### src/rtl/cau_pkg.sv
// Shared types and codes for the complex arithmetic unit.
`default_nettype none

package cau_pkg;

    localparam int CAU_WORD_BITS = 32;

    localparam logic [2:0] CMD_ADD  = 3'd0;
    localparam logic [2:0] CMD_SUB  = 3'd1;
    localparam logic [2:0] CMD_MUL  = 3'd2;
    localparam logic [2:0] CMD_DIV  = 3'd3;
    localparam logic [2:0] CMD_NEG  = 3'd4;
    localparam logic [2:0] CMD_CONJ = 3'd5;

    localparam logic [1:0] STAT_OK   = 2'd0;
    localparam logic [1:0] STAT_DIV0 = 2'd1;
    localparam logic [1:0] STAT_SAT  = 2'd2;

    typedef struct packed {
        logic        [2:0]               command;
        logic signed [CAU_WORD_BITS-1:0] a_real;
        logic signed [CAU_WORD_BITS-1:0] a_imag;
        logic signed [CAU_WORD_BITS-1:0] b_real;
        logic signed [CAU_WORD_BITS-1:0] b_imag;
    } t_in_word;

    typedef struct packed {
        logic signed [CAU_WORD_BITS-1:0] out_real;
        logic signed [CAU_WORD_BITS-1:0] out_imag;
        logic        [1:0]               status;
    } t_out_word;

    // per-item flags that ride along the divider chain
    typedef struct packed {
        logic is_div;
        logic dz;
        logic re_neg;
        logic im_neg;
    } t_ctl;

endpackage

`default_nettype wire

### src/rtl/cau_out.sv
// Output stage: sign, saturation, status and the result register.
`default_nettype none

module cau_out #(
    parameter int FRAC_BITS = 16
) (
    input  wire logic                                          i_clk,
    input  wire logic                                          i_rst_n,
    input  wire logic                                          i_valid,
    output logic                                               o_ready,
    input  wire cau_pkg::t_ctl                                 i_ctl,
    input  wire logic [2*cau_pkg::CAU_WORD_BITS+3+FRAC_BITS-1:0] i_re,
    input  wire logic [2*cau_pkg::CAU_WORD_BITS+3+FRAC_BITS-1:0] i_im,
    input  wire logic [cau_pkg::CAU_WORD_BITS:0]               i_re_q,
    input  wire logic [cau_pkg::CAU_WORD_BITS:0]               i_im_q,
    output logic                                               o_valid,
    input  wire logic                                          i_ready,
    output cau_pkg::t_out_word                                 o_word
);

    localparam int W = cau_pkg::CAU_WORD_BITS;
    localparam int V = 2 * W + 3;
    localparam logic [W-1:0] MAX_W = {1'b0, {(W-1){1'b1}}};
    localparam logic [W-1:0] MIN_W = {1'b1, {(W-1){1'b0}}};

    typedef struct packed {
        logic         sat;
        logic [W-1:0] val;
    } t_lane;

    function automatic t_lane sat_lane(input logic is_div, input logic neg,
                                       input logic [V-1:0] v, input logic [W:0] q);
        t_lane        r;
        logic [V-W:0] hi;
        hi = v[V-1:W-1];
        r.sat = 1'b0;
        r.val = v[W-1:0];
        if (!is_div) begin
            if (!((&hi) || !(|hi))) begin
                r.sat = 1'b1;
                r.val = v[V-1] ? MIN_W : MAX_W;
            end
        end else if (q[W]) begin
            r.sat = 1'b1;
            r.val = neg ? MIN_W : MAX_W;
        end else if (neg) begin
            if (q[W-1:0] > MIN_W) begin
                r.sat = 1'b1;
                r.val = MIN_W;
            end else begin
                r.val = -q[W-1:0];
            end
        end else begin
            if (q[W-1]) begin
                r.sat = 1'b1;
                r.val = MAX_W;
            end else begin
                r.val = q[W-1:0];
            end
        end
        return r;
    endfunction

    logic               r_valid;
    cau_pkg::t_out_word r_word;
    logic               en;
    t_lane              lane_re, lane_im;
    cau_pkg::t_out_word n_word;

    assign en      = !r_valid || i_ready;
    assign o_ready = en;

    assign lane_re = sat_lane(i_ctl.is_div, i_ctl.re_neg, i_re[V-1:0], i_re_q);
    assign lane_im = sat_lane(i_ctl.is_div, i_ctl.im_neg, i_im[V-1:0], i_im_q);

    always_comb begin
        if (i_ctl.is_div && i_ctl.dz) begin
            n_word.out_real = '0;
            n_word.out_imag = '0;
            n_word.status   = cau_pkg::STAT_DIV0;
        end else begin
            n_word.out_real = lane_re.val;
            n_word.out_imag = lane_im.val;
            n_word.status   = (lane_re.sat || lane_im.sat) ? cau_pkg::STAT_SAT
                                                           : cau_pkg::STAT_OK;
        end
    end

    always_ff @(posedge i_clk) begin
        if (!i_rst_n) begin
            r_valid <= 1'b0;
        end else if (en) begin
            r_valid <= i_valid;
        end
        if (en && i_valid) begin
            r_word <= n_word;
        end
    end

    assign o_valid = r_valid;
    assign o_word  = r_word;

endmodule

`default_nettype wire

### config.mk
export PLATFORM = sky130hd
export DESIGN_NAME = cau_out
export DESIGN_NICKNAME = d
export VERILOG_FILES = /design/src/rtl/cau_pkg.sv /design/src/rtl/cau_out.sv
export SDC_FILE = /design/constraint.sdc
export NUM_CORES = 1
export LEC_CHECK = 0
export ABC_AREA = 1
export BUFFER_PORTS_ARGS = -buffer_cell sky130_fd_sc_hd__buf_4
export CAP_MARGIN = 25
export CORE_MARGIN = 3
export CORE_UTILIZATION = 30
export DETAILED_ROUTE_END_ITERATION = 12
export SYNTH_ARGS = -nofsm -noshare
export SYNTH_HDL_FRONTEND = slang
export SYNTH_SLANG_ARGS = --single-unit
### constraint.sdc
create_clock -name i_clk -period 6.4 [get_ports i_clk]
set_input_delay 1.92 -clock i_clk [delete_from_list [all_inputs] [get_ports i_clk]]
set_output_delay 1.92 -clock i_clk [all_outputs]
set_load 0.01 [all_outputs]
==> reports/metrics.cfg <==
[cells_and_area]
diodes=0
layout.cells.non_filler=1514
num-nets-final=1481
drive_above_1_share_pct=27.17
utilization_pct=43.42
syn_to_final_growth_pct=39.87

[critical_path]
path_max_fanout=2
path_class=input pin to output port
cp.arrival_ns=2.35
end_kind=output port
start_kind=input pin
crit_required_ns=4.48

[detailed_routing]
drt-total-wl_um=24720
drt-initial-drc-count=458
drt-vias-per-instance=4.932
wl_per_cell_um=16.33
route.detailed.drc=0
vias=7467
first_pass_iters=5
postRouteAntennaNets=0

[yosys]
synthesis.area_mm2=0.006402
synth_area_per_cell_um2=6.467
synth_seq_cells=67
ys_warn_count=0
ys_top_cells_by_area=edfxtp_1, nand2_1, nor2_1, xor2_1, a21oi_1
synthCells=990
synth_top_cell_by_area=edfxtp_1
yosysTopAreaCellShare_pct=30.96
synthArstFlopShare_pct=0
synth_top_flop_cell=edfxtp_1
synthesis.nets=1232
synth_edf_count=66
synth_cell_type_count=39
yosysSeqAreaShare_pct=31.27

[power_and_ir_drop]
power_leakage_nw=4.087
ir_drop_uv=83.23
power_density_mw_per_mm2=157.7

[die]
ios=308
rows=52
die_w_um=152.1
core_area_mm2=0.02062
die_h_um=152.1
die_area_mm2=0.02313
initial_core_util_pct=31.04

[global_routing]
antenna_found_initial=0
gr-usage-all-layers_pct=20.83
grt_pass1_wl_um=39050
grt_start_max_net_pins=50
grt_pass1_vias=7282
grt_overflow_total=0

[sta]
rsz0062_at_grt=no
relSlewSlack_pct=32.36
finalHoldViolations=0
report.final.setup_viol=0
fmax_mhz=234.4
max_slew.worst_pin.slew_ns=1.015
skew_ns=0.01103
finalCritPeriodShare_pct=66.66
maxSlewViolCount=0
worst_slack_ns=2.134
tns_ns=0
finalWorstPathRequiredPeriod_ns=4.266

[place]
place_inst=1497
globalplace.congestion=0.9308
io_buffers=275
detailed_place_hpwl_um=19120
dp_slack_ns=1.990

[clocking]
tritoncts=done
htree_levels=3
hold_buffers=0
cts_num_sinks=67
insertion_delay_ns=0.33
clock_path_buffers=2
cts_inserted_buffers=9
cts_resized=0
cts_root_buf=clkbuf_16
cts.clk_slew.worst_paths_ns=0.05
cts_post_setup_buffers_inserted=0

[run_status]
status=complete, no violations

[flow_run]
drv_cap=0

[worst_hold_path]
min_path_type=flip-flop to flip-flop

[layer usage]
| metal | routed length, um | global-route usage [%] | share of wire [%] | vias up |
|---|---|---|---|---|
| met5 | 0 | 0 | 0 | - |
| met4 | 346 | 5.437 | 1.4 | 0 |
| met3 | 1867 | 4.522 | 7.6 | 20 |
| met2 | 11430 | 34.04 | 46 | 293 |
| met1 | 11070 | 28.07 | 45 | 3364 |
| li1 | - | - | - | 3790 |
[power by group]
part | internal, mW | switching (mW)
clock network | 0.257 | 0.189
logic | 0.192 | 0.236
registers | 0.528 | 0.0104
total | 0.977 | 0.436
[metrics by stage]
stage	hold slack (ns)	power, mW	cell area (um^2)
after floorplan	0.5953	0.7426	6402
after global placement	0.5432	0.9719	8667
after detailed placement	0.5599	0.9748	8667
after CTS	0.5639	1.430	8927
after global routing	0.5747	1.501	8955
final	0.5549	1.413	8955
[cell families (layout without fill, tap and decap cells)]
| kind of cell | Yosys count | count (layout) | share of synthesized area [%] |
|---|---|---|---|
| xor+xnor | 50 | 50 | 6.840 |
| fa+ha+maj | 2 | 2 | 0.3908 |
| flops | 67 | 67 | 31.27 |
| simple gates | 554 | 554 | 37.29 |
| buf+inv | 133 | 387 | 8.247 |
| compound gates | 184 | 184 | 15.97 |
[cell usage after synthesis, types with 3 or more instances]
library cell  count
nand2_1         292
nor2_1          131
inv_1            81
a21oi_1          66
edfxtp_1         66
nand3_1          48
o21ai_0          41
xor2_1           40
o21ai_1          38
clkbuf_1         26
nand4_1          21
nor4_1           20
nor3_1           15
a31oi_1          13
o21ai_2          11
xnor2_1          10
buf_1             9
nor2_2            9
o31ai_1           7
buf_2             5
inv_2             5
nor2_4            5
a21oi_2           3
clkinv_1          3
nand2_2           3
nand3b_1          3
[cell usage in the layout, fill, tap and decap left out, drive strengths merged]
cell      synthesis  layout
a21boi            1       1
a21oi            69      69
a31oi            13      13
buf              18     282
clkbuf           26       9
clkinv            3       9
clkinvlp          0       1
dfxtp             1       1
edfxtp           66      66
ha                2       2
inv              86      86
nand2           297     297
nand3            48      48
nand3b            3       3
nand4            21      21
nor2            146     146
nor3             15      15
nor3b             1       1
nor4             20      20
o211a             1       1
o211ai            2       2
o21ai            90      90
o21bai            1       1
o31ai             7       7
or2               3       3
xnor2            10      10
xor2             40      40
[flip-flops by register name, indices dropped and copies added (netlist names)]
name     cells
o_word      66
o_valid      1
[final cells by class]
type	count	area, um^2
fillers	2197	11670
multi-input cells	790	3884
repair buffers	282	2137
flip-flops and latches	67	2002
well taps	270	337.8
inverters	89	334.1
clock buffers	9	225.2
clock inverters	7	35.03
[critical path: stages]
cell	delay (ns)
buf_4	0.11
inv_1	0.10
nand2_1	0.08
buf_4	0.14
[final timing paths]
check	start	to	slack, ns	cells after the start
setup / recovery	i_ready	o_ready	2.13	4
hold / removal	o_valid$_SDFFE_PN0N_	o_valid$_SDFFE_PN0N_	0.55	2
hold reg to reg	o_valid$_SDFFE_PN0N_	o_valid$_SDFFE_PN0N_	0.55	2
setup reg to reg	o_valid$_SDFFE_PN0N_	o_word[1]$_SDFFCE_PP0P_	4.34	2
Note: power is estimated with default switching activity, not from simulation.
