$ cat src/rtl/cau_pkg.sv
// Shared types and codes for the complex arithmetic unit.
`default_nettype none

package cau_pkg;

    localparam int CAU_WORD_BITS = 32;

    localparam logic [2:0] CMD_ADD  = 3'd0;
    localparam logic [2:0] CMD_SUB  = 3'd1;
    localparam logic [2:0] CMD_MUL  = 3'd2;
    localparam logic [2:0] CMD_DIV  = 3'd3;
    localparam logic [2:0] CMD_NEG  = 3'd4;
    localparam logic [2:0] CMD_CONJ = 3'd5;

    localparam logic [1:0] STAT_OK   = 2'd0;
    localparam logic [1:0] STAT_DIV0 = 2'd1;
    localparam logic [1:0] STAT_SAT  = 2'd2;

    typedef struct packed {
        logic        [2:0]               command;
        logic signed [CAU_WORD_BITS-1:0] a_real;
        logic signed [CAU_WORD_BITS-1:0] a_imag;
        logic signed [CAU_WORD_BITS-1:0] b_real;
        logic signed [CAU_WORD_BITS-1:0] b_imag;
    } t_in_word;

    typedef struct packed {
        logic signed [CAU_WORD_BITS-1:0] out_real;
        logic signed [CAU_WORD_BITS-1:0] out_imag;
        logic        [1:0]               status;
    } t_out_word;

    // per-item flags that ride along the divider chain
    typedef struct packed {
        logic is_div;
        logic dz;
        logic re_neg;
        logic im_neg;
    } t_ctl;

endpackage

`default_nettype wire

$ cat src/rtl/cau_div_stage.sv
// One restoring-division step: one quotient bit for both lanes.
`default_nettype none

module cau_div_stage #(
    parameter int FRAC_BITS = 16,
    parameter int BIT       = 0
) (
    input  wire logic                                          i_clk,
    input  wire logic                                          i_rst_n,
    input  wire logic                                          i_valid,
    output logic                                               o_ready,
    input  wire cau_pkg::t_ctl                                 i_ctl,
    input  wire logic [2*cau_pkg::CAU_WORD_BITS+3+FRAC_BITS-1:0] i_re,
    input  wire logic [2*cau_pkg::CAU_WORD_BITS+3+FRAC_BITS-1:0] i_im,
    input  wire logic [cau_pkg::CAU_WORD_BITS:0]               i_re_q,
    input  wire logic [cau_pkg::CAU_WORD_BITS:0]               i_im_q,
    input  wire logic [2*cau_pkg::CAU_WORD_BITS+1-1:0]         i_den,
    output logic                                               o_valid,
    input  wire logic                                          i_ready,
    output cau_pkg::t_ctl                                      o_ctl,
    output logic [2*cau_pkg::CAU_WORD_BITS+3+FRAC_BITS-1:0]    o_re,
    output logic [2*cau_pkg::CAU_WORD_BITS+3+FRAC_BITS-1:0]    o_im,
    output logic [cau_pkg::CAU_WORD_BITS:0]                    o_re_q,
    output logic [cau_pkg::CAU_WORD_BITS:0]                    o_im_q,
    output logic [2*cau_pkg::CAU_WORD_BITS+1-1:0]              o_den
);

    localparam int W  = cau_pkg::CAU_WORD_BITS;
    localparam int RB = 2 * W + 3 + FRAC_BITS;
    localparam int DB = 2 * W + 1;
    localparam int CW = RB + W + 1;

    logic                r_valid;
    cau_pkg::t_ctl       r_ctl;
    logic [RB-1:0]       r_re, r_im;
    logic [W:0]          r_re_q, r_im_q;
    logic [DB-1:0]       r_den;

    logic                en;
    logic [CW-1:0]       den_sh, re_x, im_x, re_dif, im_dif;
    logic                ge_re, ge_im;
    logic [RB-1:0]       n_re, n_im;
    logic [W:0]          n_re_q, n_im_q;

    assign en      = !r_valid || i_ready;
    assign o_ready = en;

    assign den_sh = CW'(i_den) << BIT;
    assign re_x   = CW'(i_re);
    assign im_x   = CW'(i_im);
    assign re_dif = re_x - den_sh;
    assign im_dif = im_x - den_sh;
    assign ge_re  = i_ctl.is_div && (re_x >= den_sh);
    assign ge_im  = i_ctl.is_div && (im_x >= den_sh);

    // at the top step the bit set here marks a quotient too large for a word
    always_comb begin
        n_re        = ge_re ? re_dif[RB-1:0] : i_re;
        n_im        = ge_im ? im_dif[RB-1:0] : i_im;
        n_re_q      = i_re_q;
        n_im_q      = i_im_q;
        n_re_q[BIT] = ge_re;
        n_im_q[BIT] = ge_im;
    end

    always_ff @(posedge i_clk) begin
        if (!i_rst_n) begin
            r_valid <= 1'b0;
        end else if (en) begin
            r_valid <= i_valid;
        end
        if (en && i_valid) begin
            r_ctl  <= i_ctl;
            r_re   <= n_re;
            r_im   <= n_im;
            r_re_q <= n_re_q;
            r_im_q <= n_im_q;
            r_den  <= i_den;
        end
    end

    assign o_valid = r_valid;
    assign o_ctl   = r_ctl;
    assign o_re    = r_re;
    assign o_im    = r_im;
    assign o_re_q  = r_re_q;
    assign o_im_q  = r_im_q;
    assign o_den   = r_den;

endmodule

`default_nettype wire

$ cat config.mk
export PLATFORM = sky130hd
export DESIGN_NAME = cau_div_stage
export DESIGN_NICKNAME = d
export VERILOG_FILES = /design/src/rtl/cau_pkg.sv /design/src/rtl/cau_div_stage.sv
export SDC_FILE = /design/constraint.sdc
export NUM_CORES = 1
export LEC_CHECK = 0
export BUFFER_PORTS_ARGS = -buffer_cell sky130_fd_sc_hd__buf_2
export CAP_MARGIN = 20
export CORE_MARGIN = 2
export CORE_UTILIZATION = 27
export DETAILED_ROUTE_END_ITERATION = 12
export PLACE_DENSITY_LB_ADDON = 0.05
export SLEW_MARGIN = 20
export SYNTH_ARGS = -nofsm -noshare
export SYNTH_HDL_FRONTEND = slang
export SYNTH_SLANG_ARGS = --single-unit
$ cat constraint.sdc
create_clock -name i_clk -period 12.8 [get_ports i_clk]
set_input_delay 2.56 -clock i_clk [delete_from_list [all_inputs] [get_ports i_clk]]
set_output_delay 2.56 -clock i_clk [all_outputs]
set_load 0.02 [all_outputs]
==> flow_metrics.py <==
metrics = {
    "status": {
        "outcome": "completed",
    },
    "clock_tree": {
        "cts_max_level": 2,
        "ctsHoldBuffers": 0,
        "cts-resized-gates": 0,
        "clock_sinks": 302,
        "clk_pin_slew_worst_paths_ns": 0.06,
        "clock_latency_ns": 0.58,
        "numCtsBuffers": 39,
        "cts_tree": "done",
        "postCtsSetupBuffers": 0,
        "root_buffer": "clkbuf_16",
        "clock_path_buffers": 3,
    },
    "route": {
        "avgRoutedWirePerCell_um": 22.3,
        "ant_nets": 0,
        "drt-initial-drc-count": 1097,
        "vias": 17464,
        "wirelength_mm": 79.2,
        "avgViaCountPerCell": 4.93,
        "remaining_drc_errors": 0,
        "dr.pass1.iters": 5,
    },
    "power": {
        "pwr_density_cell_nw_per_um2": 125,
        "p_total_w": 0.00309,
        "p_leak_nw": 10.5,
        "vdd_drop_max_uv": 107,
    },
    "critical_path": {
        "cp_top_family": "compound AO/OA/AOI/OAI gates",
        "cp_max_fo": 6,
        "path_depth": 14,
        "crit_start": "i_den[5]",
        "crit_arrival_ns": 7.20,
        "endpoint_kind": "flop",
        "reg2reg_from": "o_valid",
        "crit_top_cell": "o31ai_1",
        "critPathLaunchType": "input port",
        "setup.worst_path.end": "o_re[68]",
        "reg2reg_to": "o_re[9]",
        "setup.worst_path.class": "input port to flop",
        "cp_slowest_cell": "o31ai_1",
        "path_cells": "buf_2, inv_1, ha_1, nand4_1, a21oi_1, o31ai_1, o311ai_1, and4_1, o21ai_0, o211ai_1, a41oi_1, o31ai_1, nor3_1, xor2_1",
        "path_buf_inv": 2,
        "regToRegSetupSlack_ns": 10.09,
        "worst_ep_required_time_ns": 13.10,
        "cpPeakStageDelay_ns": 0.98,
        "worstRegToRegCells": 4,
    },
    "logic_synthesis": {
        "synth-edff-count": 301,
        "yosys.area_share.simple": 0.146,
        "yosysTopAreaCell": "edfxtp_1",
        "yosys_register_bits": 302,
        "synth_top_area_frac": 0.462,
        "syn-cell-area_um2": 19600,
        "synthFlopType": "edfxtp_1",
        "synthCells": 2004,
        "yosys_warnings": 0,
        "syn-num-nets": 2441,
        "synthXorXnorAreaFrac": 0.0703,
        "synth_compound_area_frac": 0.192,
        "avgSynthCellArea_um2": 9.76,
        "yosys-top-cells-area": "edfxtp_1, ha_1, nand2_1, o21ai_0, a21oi_1",
        "synth_adder_area_share": 0.0852,
        "muxShareOfSynthArea": 0.00397,
        "synth_top_family_by_area": "compound AO/OA/AOI/OAI gates",
        "ys_seq_area_frac": 0.463,
        "yosysUniqueCellTypes": 79,
        "async_reset_ff_frac": 0,
    },
    "cells_and_area": {
        "layout_commonest_cell": "buf_2",
        "nets": 2999,
        "layout_common_cells": "buf_2, edfxtp_1, nand2_1",
        "finish.utilization": 0.345,
        "area_growth_pct": 26.2,
        "drive_gt1_frac": 0.270,
        "final_cells": 3544,
    },
    "global_route": {
        "grt_usage": 0.203,
        "grt_pass1_vias": 17492,
        "grt_overflow": 0,
        "antenna_found_initial": 26,
        "grt_max_degree": 83,
        "grt_first_pass_wirelength_mm": 114,
    },
    "die": {
        "die_h_um": 273,
        "rows": 98,
        "fp.dieArea_um2": 74600,
        "io_pins": 608,
        "core-area_um2": 71600,
        "initial_utilization": 0.273,
        "die_x_um": 273,
    },
    "sta": {
        "drv_slew": 0,
        "grt_setup_unrepaired": "no",
        "fin_skew_ns": 0.0148,
        "fmax_mhz": 145,
        "min_period_ns": 6.90,
        "finalHoldViolCount": 0,
        "fin_crit_sh": 0.539,
        "worst_pin_slew_ns": 1.08,
        "maxSlewHeadroom": 0.276,
        "setup_violations": 0,
        "finalSetupTns_ns": 0,
    },
    "place": {
        "hpwl_mm": 65.7,
        "port_buffers": 605,
        "dp.cells": 3471,
        "gp_congestion": 0.876,
    },
    "min_path": {
        "min_path_type": "flop to flop",
        "hp-start": "o_valid",
    },
    "run": {
        "cap_violations": 0,
    },
}
worst min path at each step:
stage,end,slack [ns],cells past startpoint
CTS,o_valid,0.54,2
floorplan,o_valid,0.75,2
finish,o_valid,0.55,2
global route,o_valid,0.60,2
global placement,o_valid,0.51,2
detailed placement,o_valid,0.54,2
report_power, final:
| part | switching, W | internal, W |
|---|---|---|
| Combinational | 0.000534 | 0.000280 |
| Sequential | 0.0000211 | 0.00119 |
| Clock | 0.000452 | 0.000611 |
| Total | 0.00101 | 0.00208 |
per-layer routing:
metal	track usage	up-vias	part of all wire
met3	0.0518	105	0.074
met5	0	-	0.0014
met2	0.343	551	0.48
met4	0.0565	18	0.024
li1	-	8527	-
met1	0.256	8263	0.42
state kept, by name (all words and copies together) (netlist names):
register / count
o_im: 83
o_den: 65
o_re: 83
o_valid: 1
o_ctl: 4
o_re_q: 33
o_im_q: 33
layout make-up:
class,count,area [um^2]
timing repair buffer,616,3110
sequential,302,9060
clock buffer,48,1030
antenna,9,22.5
tap,950,1190
fill,7582,46900
clock inverter,16,153
inverter,98,368
multi-input combinational,1505,9760
worst reg2reg max path, stage by stage (launching register included):
cell and delay [ns]:
dfxtp_1 0.31, nand2b_1 0.10, and2_4 0.49, buf_4 0.75, buf_4 0.63
metrics by stage:
step	hold WS [ns]	worst slack, ns	instance area [um^2]
after floorplan	0.750	2.42	19600
final	0.547	5.90	24700
after CTS	0.544	5.87	24700
after global placement	0.511	5.29	23500
after detailed placement	0.536	5.28	23500
after global routing	0.604	5.56	24700
Yosys cell counts (5+ instances only):
master / count
or3_1: 13
edfxtp_1: 301
nor2b_1: 14
o211ai_1: 14
a21oi_1: 168
o31a_1: 5
ha_1: 130
o21ai_0: 194
mux2_2: 6
clkbuf_1: 88
nor2_1: 104
nand4_1: 64
o21a_1: 21
o21bai_1: 28
nor3_1: 38
a31oi_1: 14
xor2_1: 75
inv_1: 96
nor4_1: 15
nand3_1: 24
or4_1: 8
a21o_1: 78
buf_2: 8
a21boi_0: 6
a211oi_1: 9
xnor2_1: 82
nand2b_1: 16
o31ai_1: 17
and3_1: 11
nand2_1: 267
o41ai_1: 5
and2_1: 9
logic make-up (layout without fill, tap and decap cells):
logic type / count (synthesis) / in the layout
compound gates: 603 / 603
xor+xnor: 157 / 157
fa+ha+maj: 132 / 132
buf+inv: 197 / 778
flops: 302 / 302
mux: 7 / 7
other cells: 0 / 9
simple gates: 606 / 606
Power figures use the tool's default switching activity.
